`src/rtl/mpps_pkg.sv`:
```
// Shared types and constants for the multichannel plot point scaler.
package mpps_pkg;

    localparam int NUM_CHANNELS = 4;
    localparam int CHAN_W       = 2;
    localparam int SAMPLE_W     = 24;
    localparam int DIFF_W       = 25;
    localparam int MAG_W        = 26;
    localparam int SCALE_W      = 20;
    localparam int SPEED_W      = 4;
    localparam int ROW_OUT_W    = 8;
    localparam int CFG_ADDR_W   = 5;
    localparam int CFG_DATA_W   = 32;

    localparam logic [SPEED_W-1:0] MAX_SPEED   = 4'd10;
    localparam logic [SCALE_W-1:0] SCALE_RESET = 20'd100;
    localparam logic [SPEED_W-1:0] SPEED_RESET = 4'd1;

    typedef enum logic [2:0] {
        REG_NUM_CH1 = 3'd0,
        REG_DEN_CH1 = 3'd1,
        REG_NUM_CH2 = 3'd2,
        REG_DEN_CH2 = 3'd3,
        REG_NUM_CH3 = 3'd4,
        REG_DEN_CH3 = 3'd5,
        REG_SPEED   = 3'd6
    } t_reg_idx;

    typedef enum logic [3:0] {
        S_IDLE,
        S_LOAD,
        S_MUL,
        S_SAT,
        S_DIV,
        S_FIN,
        S_DELTA,
        S_ADV,
        S_EMIT_INT,
        S_EMIT_LAST
    } t_state;

endpackage

```
`src/rtl/multichannel_plot_point_scaler.sv`:
```
// Multichannel plot point scaler: recenter, bit-serial scale, clamp, row interpolation.
//
//  channel | signals                                        | direction
//  --------+------------------------------------------------+----------
//  in      | i_in_valid/o_in_ready, i_chan, i_sample,       | in
//          | i_center_value, i_recenter                     |
//  out     | o_out_valid/i_out_ready, o_out_chan, o_row,    | out
//          | o_is_last                                      |
//  cfg     | psel, penable, pwrite, paddr, pwdata, prdata,  | in/out
//          | pready (APB-style, 4-byte register spacing)    |
//
// Steps: an item is loaded, then multiplied bit-serially (one multiplier bit per
//   cycle), saturation-checked and divided by a restoring divide (skipped when the
//   quotient saturates), then clamped and compared with the last row; for speed
//   s > 2, |delta|/s runs on the same divider, and each interpolated row and
//   the final row are emitted in turn.
// Reset: synchronous, active low; clears config to defaults and zeroes the
//   per-channel offsets and last rows.
// Stalls: a single output register holds each row; the sequencer waits on it
//   while i_out_ready is low. A new item is taken once the final row of the
//   previous item sits in the output register.
module multichannel_plot_point_scaler
    import mpps_pkg::*;
#(
    parameter int PLOT_HEIGHT = 200
) (
    input  logic                       i_clk,
    input  logic                       i_rst_n,
    // input items
    input  logic                       i_in_valid,
    output logic                       o_in_ready,
    input  logic [CHAN_W-1:0]          i_chan,
    input  logic signed [SAMPLE_W-1:0] i_sample,
    input  logic signed [SAMPLE_W-1:0] i_center_value,
    input  logic                       i_recenter,
    // result items
    output logic                       o_out_valid,
    input  logic                       i_out_ready,
    output logic [CHAN_W-1:0]          o_out_chan,
    output logic [ROW_OUT_W-1:0]       o_row,
    output logic                       o_is_last,
    // configuration
    input  logic                       psel,
    input  logic                       penable,
    input  logic                       pwrite,
    input  logic [CFG_ADDR_W-1:0]      paddr,
    input  logic [CFG_DATA_W-1:0]      pwdata,
    output logic [CFG_DATA_W-1:0]      prdata,
    output logic                       pready
);

    // internal row width covers 0 .. PLOT_HEIGHT-1
    localparam int ROW_W  = $clog2(PLOT_HEIGHT);
    localparam int PROD_W = MAG_W + SCALE_W;
    localparam int DIVD_W = SCALE_W + ROW_W;
    localparam int CNT_W  = $clog2((SCALE_W > ROW_W ? SCALE_W : ROW_W) + 1);

    localparam logic [ROW_W-1:0]        ROW_ONE_V = ROW_W'(1);
    localparam logic [ROW_W-1:0]        ROW_MAX_V = ROW_W'(PLOT_HEIGHT - 2);
    localparam logic signed [ROW_W+1:0] HALF_S    = (ROW_W+2)'(PLOT_HEIGHT / 2);
    localparam logic signed [ROW_W+1:0] ONE_S     = (ROW_W+2)'(1);
    localparam logic signed [ROW_W+1:0] MAX_S     = (ROW_W+2)'(PLOT_HEIGHT - 2);

    // ---------------- configuration registers ----------------
    logic [SCALE_W-1:0] r_num [3];
    logic [SCALE_W-1:0] r_den [3];
    logic [SPEED_W-1:0] r_speed;
    logic               w_cfg_wr;

    assign pready   = 1'b1;
    assign w_cfg_wr = psel && penable && pwrite && pready;

    always_comb begin
        prdata = '0;
        case (paddr[4:2])
            REG_NUM_CH1: prdata = CFG_DATA_W'(r_num[0]);
            REG_DEN_CH1: prdata = CFG_DATA_W'(r_den[0]);
            REG_NUM_CH2: prdata = CFG_DATA_W'(r_num[1]);
            REG_DEN_CH2: prdata = CFG_DATA_W'(r_den[1]);
            REG_NUM_CH3: prdata = CFG_DATA_W'(r_num[2]);
            REG_DEN_CH3: prdata = CFG_DATA_W'(r_den[2]);
            REG_SPEED:   prdata = CFG_DATA_W'(r_speed);
            default:     prdata = '0;
        endcase
    end

    // ---------------- state ----------------
    t_state r_state, n_state;

    logic signed [DIFF_W-1:0] r_offset [NUM_CHANNELS];
    logic [ROW_W-1:0]         r_last   [NUM_CHANNELS];

    logic                     r_out_valid, n_out_valid;
    logic [CHAN_W-1:0]        r_out_chan, n_out_chan;
    logic [ROW_W-1:0]         r_out_row, n_out_row;
    logic                     r_out_last, n_out_last;

    logic [CHAN_W-1:0]        r_ch;
    logic signed [DIFF_W-1:0] r_diff;
    logic                     r_neg, n_neg;
    logic [MAG_W-1:0]         r_mag, n_mag;
    logic [SCALE_W-1:0]       r_mplier, n_mplier;
    logic [SCALE_W-1:0]       r_dvsr, n_dvsr;
    logic [PROD_W-1:0]        r_acc, n_acc;
    logic                     r_sat, n_sat;
    logic [DIVD_W-1:0]        r_rem, n_rem;
    logic [DIVD_W-1:0]        r_dsh, n_dsh;
    logic [ROW_W-1:0]         r_q, n_q;
    logic [CNT_W-1:0]         r_cnt, n_cnt;
    logic                     r_phase2, n_phase2;
    logic [ROW_W-1:0]         r_row_new, n_row_new;
    logic [ROW_W-1:0]         r_prev, n_prev;
    logic [ROW_W-1:0]         r_dmag, n_dmag;
    logic                     r_dneg, n_dneg;
    logic [SPEED_W-1:0]       r_spd, n_spd;
    logic [SPEED_W-1:0]       r_n, n_n;
    logic [SPEED_W-1:0]       r_k, n_k;
    logic [ROW_W-1:0]         r_iq, n_iq;
    logic [SPEED_W-1:0]       r_ir, n_ir;

    // ---------------- shared combinational terms ----------------
    logic                     w_accept;
    logic                     w_slot_free;
    logic signed [DIFF_W-1:0] w_diff_in;
    logic [1:0]               w_sidx;
    logic signed [MAG_W-1:0]  w_v;
    logic                     w_sat;
    logic                     w_ge;
    logic signed [ROW_W+1:0]  w_qs;
    logic signed [ROW_W+1:0]  w_sv;
    logic [SPEED_W-1:0]       w_spd;
    logic [SPEED_W-1:0]       w_nint;
    logic [SPEED_W:0]         w_rsum;
    logic [ROW_W+7:0]         w_row_ext;

    assign o_in_ready  = (r_state == S_IDLE);
    assign w_accept    = i_in_valid && o_in_ready;
    assign w_slot_free = !r_out_valid || i_out_ready;
    assign w_diff_in   = {i_sample[SAMPLE_W-1], i_sample}
                       - {i_center_value[SAMPLE_W-1], i_center_value};
    assign w_sidx      = 2'(r_ch - 2'd1);
    assign w_v         = {r_diff[DIFF_W-1], r_diff}
                       - {r_offset[r_ch][DIFF_W-1], r_offset[r_ch]};
    // quotient would reach 2^ROW_W: always clamps
    assign w_sat       = r_acc >= PROD_W'({r_dvsr, {ROW_W{1'b0}}});
    assign w_ge        = r_rem >= r_dsh;
    assign w_qs        = r_neg ? -$signed({2'b00, r_q}) : $signed({2'b00, r_q});
    assign w_sv        = w_qs + HALF_S;
    assign w_spd       = (r_speed > MAX_SPEED) ? MAX_SPEED : r_speed;
    assign w_nint      = (w_spd > 4'd2) ? 4'(w_spd - 4'd2) : '0;
    assign w_rsum      = {1'b0, r_ir} + {1'b0, r_rem[SPEED_W-1:0]};

    // ---------------- next state ----------------
    always_comb begin
        n_state = r_state;
        case (r_state)
            S_IDLE:      if (i_in_valid) n_state = S_LOAD;
            S_LOAD:      n_state = S_MUL;
            S_MUL:       if (r_cnt == CNT_W'(1)) n_state = S_SAT;
            S_SAT:       n_state = w_sat ? S_FIN : S_DIV;
            S_DIV: begin
                if (r_cnt == CNT_W'(1)) n_state = r_phase2 ? S_ADV : S_FIN;
            end
            S_FIN:       n_state = S_DELTA;
            S_DELTA:     n_state = (w_nint == '0) ? S_EMIT_LAST : S_DIV;
            S_ADV:       n_state = S_EMIT_INT;
            S_EMIT_INT: begin
                if (w_slot_free) n_state = (r_k == r_n) ? S_EMIT_LAST : S_ADV;
            end
            S_EMIT_LAST: if (w_slot_free) n_state = S_IDLE;
            default:     n_state = S_IDLE;
        endcase
    end

    // ---------------- datapath and outputs ----------------
    always_comb begin
        n_neg       = r_neg;
        n_mag       = r_mag;
        n_mplier    = r_mplier;
        n_dvsr      = r_dvsr;
        n_acc       = r_acc;
        n_sat       = r_sat;
        n_rem       = r_rem;
        n_dsh       = r_dsh;
        n_q         = r_q;
        n_cnt       = r_cnt;
        n_phase2    = r_phase2;
        n_row_new   = r_row_new;
        n_prev      = r_prev;
        n_dmag      = r_dmag;
        n_dneg      = r_dneg;
        n_spd       = r_spd;
        n_n         = r_n;
        n_k         = r_k;
        n_iq        = r_iq;
        n_ir        = r_ir;
        n_out_valid = r_out_valid && !i_out_ready;
        n_out_chan  = r_out_chan;
        n_out_row   = r_out_row;
        n_out_last  = r_out_last;

        case (r_state)
            S_LOAD: begin
                n_neg    = w_v[MAG_W-1];
                n_mag    = w_v[MAG_W-1] ? MAG_W'(-w_v) : MAG_W'(w_v);
                n_acc    = '0;
                n_cnt    = CNT_W'(SCALE_W);
                n_phase2 = 1'b0;
                n_sat    = 1'b0;
                if (r_ch == '0) begin
                    // tare trace: unscaled
                    n_mplier = SCALE_W'(1);
                    n_dvsr   = SCALE_W'(1);
                end else begin
                    n_mplier = r_num[w_sidx];
                    n_dvsr   = (r_den[w_sidx] == '0) ? SCALE_W'(1) : r_den[w_sidx];
                end
            end
            S_MUL: begin
                // MSB-first shift and add
                n_acc    = {r_acc[PROD_W-2:0], 1'b0}
                         + (r_mplier[SCALE_W-1] ? PROD_W'(r_mag) : '0);
                n_mplier = {r_mplier[SCALE_W-2:0], 1'b0};
                n_cnt    = CNT_W'(r_cnt - CNT_W'(1));
            end
            S_SAT: begin
                n_sat = w_sat;
                n_rem = r_acc[DIVD_W-1:0];
                n_dsh = DIVD_W'(r_dvsr) << (ROW_W - 1);
                n_q   = '0;
                n_cnt = CNT_W'(ROW_W);
            end
            S_DIV: begin
                // restoring divide, one quotient bit per cycle
                n_rem = w_ge ? DIVD_W'(r_rem - r_dsh) : r_rem;
                n_q   = {r_q[ROW_W-2:0], w_ge};
                n_dsh = r_dsh >> 1;
                n_cnt = CNT_W'(r_cnt - CNT_W'(1));
            end
            S_FIN: begin
                if (r_sat) begin
                    n_row_new = r_neg ? ROW_ONE_V : ROW_MAX_V;
                end else if (w_sv < ONE_S) begin
                    n_row_new = ROW_ONE_V;
                end else if (w_sv > MAX_S) begin
                    n_row_new = ROW_MAX_V;
                end else begin
                    n_row_new = w_sv[ROW_W-1:0];
                end
            end
            S_DELTA: begin
                n_prev = r_last[r_ch];
                if (r_row_new >= r_last[r_ch]) begin
                    n_dmag = ROW_W'(r_row_new - r_last[r_ch]);
                    n_dneg = 1'b0;
                end else begin
                    n_dmag = ROW_W'(r_last[r_ch] - r_row_new);
                    n_dneg = 1'b1;
                end
                n_spd    = w_spd;
                n_n      = w_nint;
                n_k      = '0;
                n_iq     = '0;
                n_ir     = '0;
                n_phase2 = 1'b1;
                // |delta| / speed on the same divider
                n_rem    = DIVD_W'(n_dmag);
                n_dsh    = DIVD_W'(w_spd) << (ROW_W - 1);
                n_q      = '0;
                n_cnt    = CNT_W'(ROW_W);
            end
            S_ADV: begin
                // running floor(|delta|*k/speed) from quotient and remainder
                n_k = SPEED_W'(r_k + SPEED_W'(1));
                if (w_rsum >= {1'b0, r_spd}) begin
                    n_ir = SPEED_W'(w_rsum - {1'b0, r_spd});
                    n_iq = ROW_W'(r_iq + r_q + ROW_W'(1));
                end else begin
                    n_ir = w_rsum[SPEED_W-1:0];
                    n_iq = ROW_W'(r_iq + r_q);
                end
            end
            S_EMIT_INT: begin
                if (w_slot_free) begin
                    n_out_valid = 1'b1;
                    n_out_chan  = r_ch;
                    n_out_row   = r_dneg ? ROW_W'(r_prev - r_iq) : ROW_W'(r_prev + r_iq);
                    n_out_last  = 1'b0;
                end
            end
            S_EMIT_LAST: begin
                if (w_slot_free) begin
                    n_out_valid = 1'b1;
                    n_out_chan  = r_ch;
                    n_out_row   = r_row_new;
                    n_out_last  = 1'b1;
                end
            end
            default: ;
        endcase
    end

    // ---------------- control registers ----------------
    always_ff @(posedge i_clk) begin
        if (!i_rst_n) begin
            r_state     <= S_IDLE;
            r_out_valid <= 1'b0;
            r_speed     <= SPEED_RESET;
            for (int i = 0; i < 3; i++) begin
                r_num[i] <= SCALE_RESET;
                r_den[i] <= SCALE_RESET;
            end
            for (int i = 0; i < NUM_CHANNELS; i++) begin
                r_offset[i] <= '0;
                r_last[i]   <= '0;
            end
        end else begin
            r_state     <= n_state;
            r_out_valid <= n_out_valid;
            if (w_cfg_wr) begin
                case (paddr[4:2])
                    REG_NUM_CH1: r_num[0] <= pwdata[SCALE_W-1:0];
                    REG_DEN_CH1: r_den[0] <= pwdata[SCALE_W-1:0];
                    REG_NUM_CH2: r_num[1] <= pwdata[SCALE_W-1:0];
                    REG_DEN_CH2: r_den[1] <= pwdata[SCALE_W-1:0];
                    REG_NUM_CH3: r_num[2] <= pwdata[SCALE_W-1:0];
                    REG_DEN_CH3: r_den[2] <= pwdata[SCALE_W-1:0];
                    REG_SPEED:   r_speed  <= pwdata[SPEED_W-1:0];
                    default: ;
                endcase
            end
            // recenter: offset takes sample - center; channel 1 also moves channel 0
            if (w_accept && i_recenter && (i_chan != '0)) begin
                r_offset[i_chan] <= w_diff_in;
                if (i_chan == CHAN_W'(1)) r_offset[0] <= w_diff_in;
            end
            if ((r_state == S_EMIT_LAST) && w_slot_free) r_last[r_ch] <= r_row_new;
        end
    end

    // ---------------- payload registers ----------------
    always_ff @(posedge i_clk) begin
        if (w_accept) begin
            r_ch   <= i_chan;
            r_diff <= w_diff_in;
        end
        r_neg      <= n_neg;
        r_mag      <= n_mag;
        r_mplier   <= n_mplier;
        r_dvsr     <= n_dvsr;
        r_acc      <= n_acc;
        r_sat      <= n_sat;
        r_rem      <= n_rem;
        r_dsh      <= n_dsh;
        r_q        <= n_q;
        r_cnt      <= n_cnt;
        r_phase2   <= n_phase2;
        r_row_new  <= n_row_new;
        r_prev     <= n_prev;
        r_dmag     <= n_dmag;
        r_dneg     <= n_dneg;
        r_spd      <= n_spd;
        r_n        <= n_n;
        r_k        <= n_k;
        r_iq       <= n_iq;
        r_ir       <= n_ir;
        r_out_chan <= n_out_chan;
        r_out_row  <= n_out_row;
        r_out_last <= n_out_last;
    end

    assign w_row_ext   = {8'd0, r_out_row};
    assign o_out_valid = r_out_valid;
    assign o_out_chan  = r_out_chan;
    assign o_row       = w_row_ext[ROW_OUT_W-1:0];
    assign o_is_last   = r_out_last;

    // ---------------- assertions ----------------
    a_row_range: assert property (@(posedge i_clk) disable iff (!i_rst_n)
        o_out_valid |-> (r_out_row <= ROW_MAX_V) && (!o_is_last || r_out_row >= ROW_ONE_V))
        else $error("plotted row outside graph");

    a_interp_bound: assert property (@(posedge i_clk) disable iff (!i_rst_n)
        (r_state == S_EMIT_INT) |-> (r_iq <= r_dmag))
        else $error("interpolation step overshoots delta");

    a_rem_bound: assert property (@(posedge i_clk) disable iff (!i_rst_n)
        (r_state == S_EMIT_INT) |-> (r_ir < r_spd))
        else $error("interpolation remainder not reduced");

    a_final_row: assert property (@(posedge i_clk) disable iff (!i_rst_n)
        ((r_state == S_EMIT_LAST) && w_slot_free)
            |=> (o_out_valid && o_is_last && (r_state == S_IDLE)))
        else $error("final row not presented");

endmodule
```
`config.mk`:
```
export PLATFORM = sky130hd
export DESIGN_NAME = multichannel_plot_point_scaler
export DESIGN_NICKNAME = d
export VERILOG_FILES = /design/src/rtl/mpps_pkg.sv /design/src/rtl/multichannel_plot_point_scaler.sv
export SDC_FILE = /design/constraint.sdc
export NUM_CORES = 1
export LEC_CHECK = 0
export BUFFER_PORTS_ARGS = -buffer_cell sky130_fd_sc_hd__buf_2
export CORE_ASPECT_RATIO = 1.25
export CORE_MARGIN = 4
export CORE_UTILIZATION = 55
export CTS_CLUSTER_SIZE = 24
export DETAILED_ROUTE_END_ITERATION = 12
export PLACE_DENSITY = 0.72
export SLEW_MARGIN = 20
export SYNTH_ARGS = -nofsm -noshare
export SYNTH_HDL_FRONTEND = slang
export SYNTH_SLANG_ARGS = --single-unit
```
`constraint.sdc`:
```
create_clock -name i_clk -period 13.9 [get_ports i_clk]
set_input_delay 2.78 -clock i_clk [delete_from_list [all_inputs] [get_ports i_clk]]
set_output_delay 2.78 -clock i_clk [all_outputs]
set_load 0.03 [all_outputs]
```
==> results of run 1 <==
-- synthesized netlist by cell type, types with 8 or more instances --
master / number / area, sq um
a2111oi_0: 8 / 70.1
a211oi_1: 25 / 188
a21boi_0: 8 / 60.1
a21o_1: 61 / 458
a21oi_1: 146 / 731
a22o_1: 14 / 123
a22oi_1: 58 / 435
a31oi_1: 21 / 131
and2_1: 78 / 488
and3_1: 27 / 169
buf_1: 11 / 41.3
buf_2: 10 / 50.1
buf_4: 13 / 97.6
clkbuf_1: 98 / 368
dfxtp_1: 11 / 220
edfxtp_1: 514 / 15400
fa_1: 10 / 200
ha_1: 172 / 2150
inv_1: 221 / 830
mux2i_1: 62 / 621
mux4_2: 33 / 743
nand2_1: 191 / 717
nand2b_1: 31 / 194
nand3_1: 52 / 260
nand4_1: 23 / 144
nor2_1: 298 / 1120
nor2b_1: 31 / 194
nor3_1: 74 / 370
nor3b_1: 12 / 90.1
nor4_1: 26 / 163
o211ai_1: 15 / 113
o21a_1: 23 / 173
o21ai_0: 158 / 791
o21bai_1: 17 / 128
o22ai_1: 8 / 50.1
o31ai_1: 39 / 293
or2_2: 10 / 62.6
or3_1: 23 / 144
or4_1: 11 / 82.6
xnor2_1: 90 / 788
xor2_1: 52 / 455
-- power by group through the flow --
stage               logic [W]  clock network (W)  registers, W
finish                0.00316            0.00148       0.00243
global route          0.00352            0.00157       0.00246
CTS                   0.00315            0.00150       0.00242
detailed placement    0.00312                  0       0.00246
global placement      0.00303                  0       0.00245
floorplan             0.00246                  0       0.00235
-- cell type report --
cell class	count	area share
Inverter	223	0.0245
Timing Repair Buffer	148	0.0244
Multi-Input combinational cell	2025	0.413
Clock buffer	60	0.0389
Tap cell	742	0.0272
Sequential cell	525	0.458
Clock inverter	36	0.0138
-- worst max-delay path: stages --
cell     delay (ns)
buf_2          0.27
nor2b_1        0.40
and2_1         0.89
a22oi_1        0.22
nand3_1        0.19
buf_2          0.23
-- cells in the final DEF (no fill, tap or decap), types with 33 or more instances in the layout --
master,count
nand3_1,51
mux4_2,33
o21ai_0,152
a21o_1,61
ha_1,171
buf_4,34
and2_1,78
o31ai_1,37
a21oi_1,146
xnor2_1,90
nor2_1,297
mux2i_1,62
buf_2,113
xor2_1,52
nand2_1,189
nor3_1,72
clkbuf_16,52
edfxtp_1,514
a22oi_1,58
inv_1,220
-- kinds of logic (layout without fill, tap and decap cells) --
group / count (synthesis) / count (layout) / synth area share
other cells: 2 / 13 / 0.000242
simple gates: 918 / 918 / 0.145
buf+inv: 357 / 467 / 0.0456
xor+xnor: 143 / 143 / 0.0410
flops: 525 / 525 / 0.505
compound gates: 667 / 667 / 0.141
mux: 102 / 102 / 0.0466
fa+ha+maj: 182 / 182 / 0.0758
-- through the flow --
step,instances,cell area [sq um],setup WS (ns)
finish,3759,34200,6.13
global route,3759,34200,6.08
CTS,3758,34200,6.17
detailed placement,3662,32400,6.16
global placement,3662,32400,6.19
floorplan,2907,31100,6.81
-- sequential cells by signal, summed over array words and instances, names as in the netlist, 20 cells and up, named ones only --
| name | cells |
|---|---|
| r_num | 60 |
| r_diff | 25 |
| r_rem | 28 |
| r_dvsr | 20 |
| r_den | 60 |
| r_mag | 26 |
| r_mplier | 20 |
| r_acc | 46 |
| r_offset | 100 |
| r_dsh | 27 |
| r_last | 32 |
-- final timing paths --
path / end / slack [ns]
setup / recovery: prdata[4] / 6.13
hold / removal: r_mplier[17] / 0.53
setup reg to reg: r_mag[24] / 8.77
hold reg to reg: r_mplier[17] / 0.53
-- per-layer routing --
metal	global-route usage	share of wire
met5	0	0.00021
met4	0.101	0.042
met3	0.0288	0.052
met2	0.441	0.51
met1	0.297	0.39
==> metrics.cfg, run 1 <==
[routing]
drtPass1Iterations = 5
wl_per_cell_um = 19.8
ant_nets = 0
drtIter0Drc = 1928
wl_mm = 74.6
drc_errors = 0
num_vias = 22775
avgViaCountPerCell = 6.06

[power_and_ir_drop]
comb_power_share = 0.447
power.switching_w = 0.00276
pwr-share-seq = 0.344
power_per_cell_area_nw_per_um2 = 207
p_sw_frac = 0.391
peakVddDrop_v = 0.000153
internal_power_w = 0.00431
p_leak_nw = 13.4
power_w = 0.00707
power_frac_clock = 0.209

[logic_synthesis]
synth_area_sq_um = 31000
synth_seq_cells = 525
synth.yosys.seq_area_share = 0.505
synth_edf_count = 514
avgSynthCellArea_sq_um = 10.7
async_reset_ff_frac = 0
synth_ff_type = edfxtp_1
synth_cell_types = 94
postSynthCellCount = 2896
yosys_warnings = 0

[worst_setup_path]
cp.arrival_ns = 4.99
critPathLaunch = paddr[2]
cp_data_required_time_ns = 11.12
startpoint_type = primary input
cp_max_fo = 20
path_class = primary input to output pin
cp-end-kind = output pin
r2r.worst_path.cells = 12

[timing]
hold_violations = 0
slew_headroom = 0.288
finalSetupTns_ns = 0
rsz0062_at_grt = no
slew_violations = 0
max_clock_freq_ghz = 0.129
finalSetupViolations = 0
tightest_slew_ns = 1.07
worst_hold_slack_ns = 0.531
fin_skew_ns = 0.0639
fin_crit_ns = 7.77
finalCritPeriodShare = 0.559

[grt]
grt_pass1_wl_mm = 118
grt_usage = 0.245
antenna_found_initial = 1
first_global_vias = 22759
overflow = 0
grt_max_degree = 81

[die]
start_util = 0.555
design.portCount = 141
core_sq_um = 55900
die_width_um = 220
die_y_um = 274
fp.dieArea_sq_um = 60300
placementRows = 97

[layout]
final_util = 0.611
drive_gt1_frac = 0.107
nets = 3252
regArea_sq_um = 15700
area_delta_synth_final_pct = 10.2
num-fill-cells = 4422
antenna_cells = 0
multi_input_area_sq_um = 14100

[clocking]
path_clk_slew_ns = 0.06
clk_path_buf_depth = 3
hold_buffers = 0
cts_tree = done
post_cts_resized = 0
clk_latency_ns = 0.64
postCtsSetupBuffers = 0
htree_num_levels = 2
root_buffer = clkbuf_16
numCtsBuffers = 52
cts.sinks = 525

[hold_path]
hold_depth = 2
hold_path_class = flip-flop to flip-flop
min-delay-start = r_mplier[16]

[placement]
gp_congestion = 0.886
dpl.hpwl_mm = 52.7
port_buffers = 113

[flow_run]
maxCapViolCount = 0

[status]
status = complete, no violations

(Power assumes the default switching activity.)
==> run 2: changes to the inputs <==
--- a/config.mk
+++ b/config.mk
@@ -11,7 +11,7 @@
 export CORE_UTILIZATION = 55
 export CTS_CLUSTER_SIZE = 24
 export DETAILED_ROUTE_END_ITERATION = 12
-export PLACE_DENSITY = 0.72
+export PLACE_DENSITY = 0.75
 export SLEW_MARGIN = 20
 export SYNTH_ARGS = -nofsm -noshare
 export SYNTH_HDL_FRONTEND = slang
==> constraint.sdc (replaced) <==
create_clock -name i_clk -period 7.1 [get_ports i_clk]
set_input_delay 1.42 -clock i_clk [delete_from_list [all_inputs] [get_ports i_clk]]
set_output_delay 1.42 -clock i_clk [all_outputs]
set_load 0.03 [all_outputs]
==> run 2 against run 1 <==
Against the previous run:
- wire length rose by 1.1%
- design area decreased by 0.15%
- sequential share of layout area rose by 0.067 points
- worst setup slack worse by 4.1 ns
- combinational power increased by 96%
- clock skew is 0.0052 ns lower
- sequential power grew 97%
- critical endpoint is now prdata[3]
- flip-flop and latch count unchanged
- largest cell class unchanged
- first-iteration DRC count down 9.7%
==> metrics.cfg, run 2 (synthesized netlist as in run 1, its figures left out) <==
[routing]
ant_nets = 0
wl_mm = 75.4
num_vias = 22779
avgViaCountPerCell = 6.06
wl_per_cell_um = 20.1
drtPass1Iterations = 5
drtIter0Drc = 1741
drc_errors = 0

[grt]
grt_usage = 0.248
grt_pass1_wl_mm = 119
gr-usage-met3 = 0.0326
grtUsageMet2 = 0.440
overflow = 0
grt_most_used_layer = met2
first_global_vias = 22803
use_met1 = 0.298
antenna_found_initial = 0
grt_max_degree = 78

[worst_setup_path]
cp_data_required_time_ns = 5.68
cp-end-kind = output pin
cp.arrival_ns = 3.69
max_stage_delay_ns = 0.93
crit_chain = buf_2 -> nor2b_1 -> and2_1 -> a22oi_1 -> o221ai_1 -> buf_2
r2r.worst_path.cells = 13
cp_max_fo = 20
startpoint_type = primary input
cpMaxStageDelayCell = and2_1
path_class = primary input to output pin
r2r-end = r_mag[24]
rrSetupSlack_ns = 1.99
critPathMostFrequentCell = buf_2

[timing]
slew_violations = 0
finalSetupViolations = 0
hold_violations = 0
tightest_slew_ns = 1.15
rsz0062_at_grt = no
fin_skew_ns = 0.0587
setup_slack_ns = 1.99
slew_headroom = 0.234
finalSetupTns_ns = 0
finalCritPeriodShare = 0.720
fin_crit_ns = 5.11
max_clock_freq_ghz = 0.196

[power_and_ir_drop]
internal_power_w = 0.00838
p_leak_nw = 13.4
comb_power_share = 0.447
power_frac_clock = 0.206
p_sw_frac = 0.394
power.switching_w = 0.00545
pwr-share-seq = 0.346
peakVddDrop_v = 0.000239
power_per_cell_area_nw_per_um2 = 405

[clocking]
numCtsBuffers = 52
path_clk_slew_ns = 0.06
clk_latency_ns = 0.64
root_buffer = clkbuf_16
htree_num_levels = 2
clk_path_buf_depth = 3
post_cts_resized = 0
cts.sinks = 525
postCtsSetupBuffers = 0
hold_buffers = 0
cts_tree = done

[hold_path]
hold_path_class = flip-flop to flip-flop
hold_depth = 2
min-delay-start = r_mplier[15]
hold_end = r_mplier[16]

[layout]
final_util = 0.610
largest_reg_flops = 100
final_cell_mix = edfxtp_1 (514), nor2_1 (297), inv_1 (220)
nets = 3253
largestRegisters = r_offset: 100 flops, r_den: 60 flops, r_num: 60 flops
drive_gt1_frac = 0.107
regMostFlops = r_offset
layout_commonest_cell = edfxtp_1
antenna_cells = 0
area_delta_synth_final_pct = 10.0

[flow_run]
maxCapViolCount = 0

[placement]
dpl.hpwl_mm = 53.9
gp_congestion = 0.893
port_buffers = 113
post-place-ws_ns = 1.99

[status]
status = complete, no violations

[die]
core_sq_um = 55900
design.portCount = 141
placementRows = 97
die_y_um = 274
die_width_um = 220
fp.dieArea_sq_um = 60300
start_util = 0.555

[run 2: cell types whose count changed in the layout (fill, tap and decap cells not counted), moves of 2 or more]
cell	delta
clkbuf_8	+8
clkinv_2	-7
bufinv_16	-4
clkinv_1	-4
inv_6	+4
o21ai_2	+3
o21ai_4	-3
buf_4	+2
clkbuf_1	+2
[run 2: critical path: cells and delay by family]
kind                   cells  cell delay, ns
AND/OR/NAND/NOR            2            1.33
buffers and inverters      2            0.52
AO/OA/AOI/OAI              2            0.42
[run 2: final cells by class]
cell class / instances / area (sq um)
fillers: 4424 / 21800
inverters: 223 / 837
flip-flops and latches: 525 / 15700
clock inverters: 26 / 344
well taps: 742 / 928
repair buffers: 149 / 836
clock buffers: 70 / 1450
multi-input cells: 2025 / 14100
[run 2: worst max path at each step]
stage	slack, ns	endpoint	depth (start not counted)	startpoint
global placement	2.06	r_mag[24]	13	flip-flop
detailed placement	1.99	r_mag[25]	12	flip-flop
finish	1.99	prdata[3]	6	paddr[2]
floorplan	2.21	r_offset[3][0]	4	i_in_valid
global route	1.65	r_mag[24]	12	flip-flop
CTS	1.94	r_mag[24]	13	flip-flop
[run 2: power groups by stage]
stage | registers (W) | logic [W] | clock network (W)
floorplan | 0.00461 | 0.00481 | 0
global placement | 0.00482 | 0.00589 | 0
detailed placement | 0.00485 | 0.00610 | 0
CTS | 0.00479 | 0.00614 | 0.00289
global route | 0.00484 | 0.00685 | 0.00303
finish | 0.00479 | 0.00618 | 0.00285
[run 2: routing by layer]
metal / wire (um) / up-vias
li1: - / 10782
met1: 28500 / 11002
met2: 38800 / 797
met3: 4370 / 198
met4: 3730 / 0
met5: 0 / -
[run 2: per-stage QoR]
step	area [sq um]	hold WS, ns	cells	total power, W
after global routing	34100	0.554	3760	0.0147
after global placement	32300	0.507	3664	0.0107
after floorplan	31100	0.424	2907	0.00942
after CTS	34100	0.538	3760	0.0138
after detailed placement	32300	0.512	3664	0.0109
final	34100	0.535	3760	0.0138
==> run 3: changes to the inputs <==
--- a/config.mk
+++ b/config.mk
@@ -5,13 +5,14 @@
 export SDC_FILE = /design/constraint.sdc
 export NUM_CORES = 1
 export LEC_CHECK = 0
+export ABC_AREA = 1
 export BUFFER_PORTS_ARGS = -buffer_cell sky130_fd_sc_hd__buf_2
 export CORE_ASPECT_RATIO = 1.25
 export CORE_MARGIN = 4
 export CORE_UTILIZATION = 55
 export CTS_CLUSTER_SIZE = 24
 export DETAILED_ROUTE_END_ITERATION = 12
-export PLACE_DENSITY = 0.75
+export PLACE_DENSITY = 0.72
 export SLEW_MARGIN = 20
 export SYNTH_ARGS = -nofsm -noshare
 export SYNTH_HDL_FRONTEND = slang
==> constraint.sdc (replaced) <==
create_clock -name i_clk -period 4.9 [get_ports i_clk]
set_input_delay 0.98 -clock i_clk [delete_from_list [all_inputs] [get_ports i_clk]]
set_output_delay 0.98 -clock i_clk [all_outputs]
set_load 0.03 [all_outputs]
==> run 3 against run 2 <==
Against the previous run:
- synthesized area increased by 0.93%
- die area up 0.90%
- non-clock buffer count rose by 14
- combinational power grew 56%
- design area is 1.3% higher
- via count grew 11%
- worst hold slack worse by 0.031 ns
- register-to-register slack lost 0.99 ns
- flip-flop and latch count is the same
- utilization is 0.51 points higher
- wire length rose by 8.9%
- critical path type unchanged
- critical endpoint is now prdata[19]
==> metrics.cfg, run 3 <==
[status]
status = complete, no violations

[worst_setup_path]
cp_max_fo = 10
crit_chain = buf_2 -> nor2_1 -> inv_1 -> nor2_1 -> clkinv_1 -> o221ai_1 -> a221oi_1 -> nand2_1 -> buf_2
cp_data_required_time_ns = 3.92
cp-end-kind = output pin
path_class = primary input to output pin
startpoint_type = primary input
cp.arrival_ns = 3.12
cpMaxStageDelayCell = clkinv_1
max_stage_delay_ns = 0.49

[placement]
dp_cells = 4423
gp_congestion = 0.935
port_buffers = 113
dpl.hpwl_mm = 60.3
post-place-ws_ns = 0.921

[grt]
antenna_found_initial = 0
overflow = 0
grt_pass1_wl_mm = 128
grt_usage = 0.264
grt_max_degree = 67
first_global_vias = 23996

[timing]
hold_violations = 0
slew_violations = 0
setup_slack_ns = 0.803
tightest_slew_ns = 1.10
rsz0062_at_grt = no
fin_crit_ns = 4.10
finalCritPeriodShare = 0.836
finalSetupTns_ns = 0
max_clock_freq_ghz = 0.244
finalSetupViolations = 0
fin_skew_ns = 0.0360
slew_headroom = 0.267

[logic_synthesis]
avgSynthCellArea_sq_um = 8.67
synth.yosys.seq_area_share = 0.500
yosys.area.top_type = edfxtp_1
muxShareOfSynthArea = 0.000320
synth_most_common_cell = nand2_1
synth_top_area_frac = 0.493
synth_compound_area_frac = 0.122
synth_ff_type = edfxtp_1
synth-xor-area-share = 0.0229
async_reset_ff_frac = 0
yosys_warnings = 0
synth_seq_cells = 525
postSynthCellCount = 3614
synthAdderAreaFrac = 0.0751
synth_common_cells = nand2_1 (848), edfxtp_1 (514), inv_1 (464)
synth_area_sq_um = 31300
synth_edf_count = 514
synth-simple-area-share = 0.207
synth_cell_types = 60
synth_area_leaders = edfxtp_1 (49%), nand2_1 (10%), ha_1 (6.9%)
synth_top_family_by_area = simple AND/OR/NAND/NOR gates

[clocking]
postCtsSetupBuffers = 0
clk_latency_ns = 0.64
clk_path_buf_depth = 3
post_cts_resized = 0
htree_num_levels = 2
root_buffer = clkbuf_16
cts_tree = done
hold_buffers = 0
numCtsBuffers = 54
path_clk_slew_ns = 0.07
cts.sinks = 525

[routing]
drtIter0Drc = 2001
avgViaCountPerCell = 5.60
wl_per_cell_um = 18.2
drc_errors = 0
num_vias = 25328
drtPass1Iterations = 6
wl_mm = 82.1
ant_nets = 0

[layout]
final_cell_mix = nand2_1 (848), edfxtp_1 (514), inv_1 (461)
largestRegisters = r_offset: 100 flops, r_den: 60 flops, r_num: 60 flops
layout_commonest_cell = nand2_1
regArea_sq_um = 15700
largest_reg_flops = 100
num-fill-cells = 4906
final_cells = 4524
area_delta_synth_final_pct = 10.4
drive_gt1_frac = 0.0783
antenna_cells = 0
regMostFlops = r_offset
multi_input_area_sq_um = 13500
nets = 4014

[die]
placementRows = 97
core_sq_um = 56200
design.portCount = 141
die_y_um = 275
start_util = 0.557
die_width_um = 221
fp.dieArea_sq_um = 60800

[power_and_ir_drop]
power_per_cell_area_nw_per_um2 = 597
power_w = 0.0206
p_leak_nw = 15.0
peakVddDrop_v = 0.000360

[flow_run]
maxCapViolCount = 0

[hold_path]
hold_path_class = flip-flop to flip-flop

==> run 3: cell types whose count changed in the layout (fill, tap and decap cells not counted), sizes merged, moves of 45 or more <==
| cell | delta |
|---|---|
| nand2 | +666 |
| inv | +248 |
| nor2 | +149 |
| a21oi | +112 |
| nand3 | +87 |
| and2 | -74 |
| mux2i | -61 |
| xnor2 | -60 |
| a22oi | -52 |
| o21ai | +47 |
| a21o | -45 |
==> run 3: final timing paths <==
kind                start    endpoint  slack [ns]  cells after the start
max              paddr[2]  prdata[19]        0.80                      9
min            r_state[2]  r_state[2]        0.50                      2
max reg2reg  r_mplier[19]   r_acc[45]        1.00                     18
min reg2reg    r_state[2]  r_state[2]        0.50                      2
==> run 3: area by class of cell <==
type	count	area share
Sequential cell	525	0.453
Inverter	480	0.0521
Clock inverter	36	0.0109
Clock buffer	65	0.0403
Multi-Input combinational cell	2513	0.390
Tap cell	742	0.0268
Timing Repair Buffer	163	0.0272
==> run 3: worst max-delay path, delay by kind of cell <==
family | cells | cell delay (ns)
AND/OR/NAND/NOR | 3 | 0.73
AO/OA/AOI/OAI | 2 | 0.44
buffers and inverters | 4 | 0.96
==> run 3: routing by layer <==
metal / up-vias / routed length (um) / track usage
met5: - / 0 / 0
met4: 0 / 3120 / 0.0981
met3: 169 / 4890 / 0.0336
met2: 783 / 40800 / 0.472
met1: 11882 / 33300 / 0.330
li1: 12494 / - / -
==> run 3: stage by stage <==
stage	instance area, sq um	util	hold WS [ns]
after floorplan	31400	-	0.421
after CTS	34600	0.615	0.502
after detailed placement	32800	0.584	0.492
final	34600	0.615	0.504
after global routing	34600	0.615	0.531
after global placement	32800	0.584	0.487
==> run 3: report_power, final <==
part / internal (W) / switching (W)
Clock: 0.00232 / 0.00181
Sequential: 0.00632 / 0.000588
Combinational: 0.00305 / 0.00656
==> run 3: kinds of logic (layout without fill, tap and decap cells) <==
logic type / after synthesis / after routing
AOI/OAI and AO/OA: 654 / 654
xor gates and xnor gates: 81 / 81
adders and majority gates: 182 / 182
buffers and inverters: 587 / 744
DFF: 525 / 525
muxes: 1 / 1
other: 2 / 13
and+or+nand+nor: 1582 / 1582
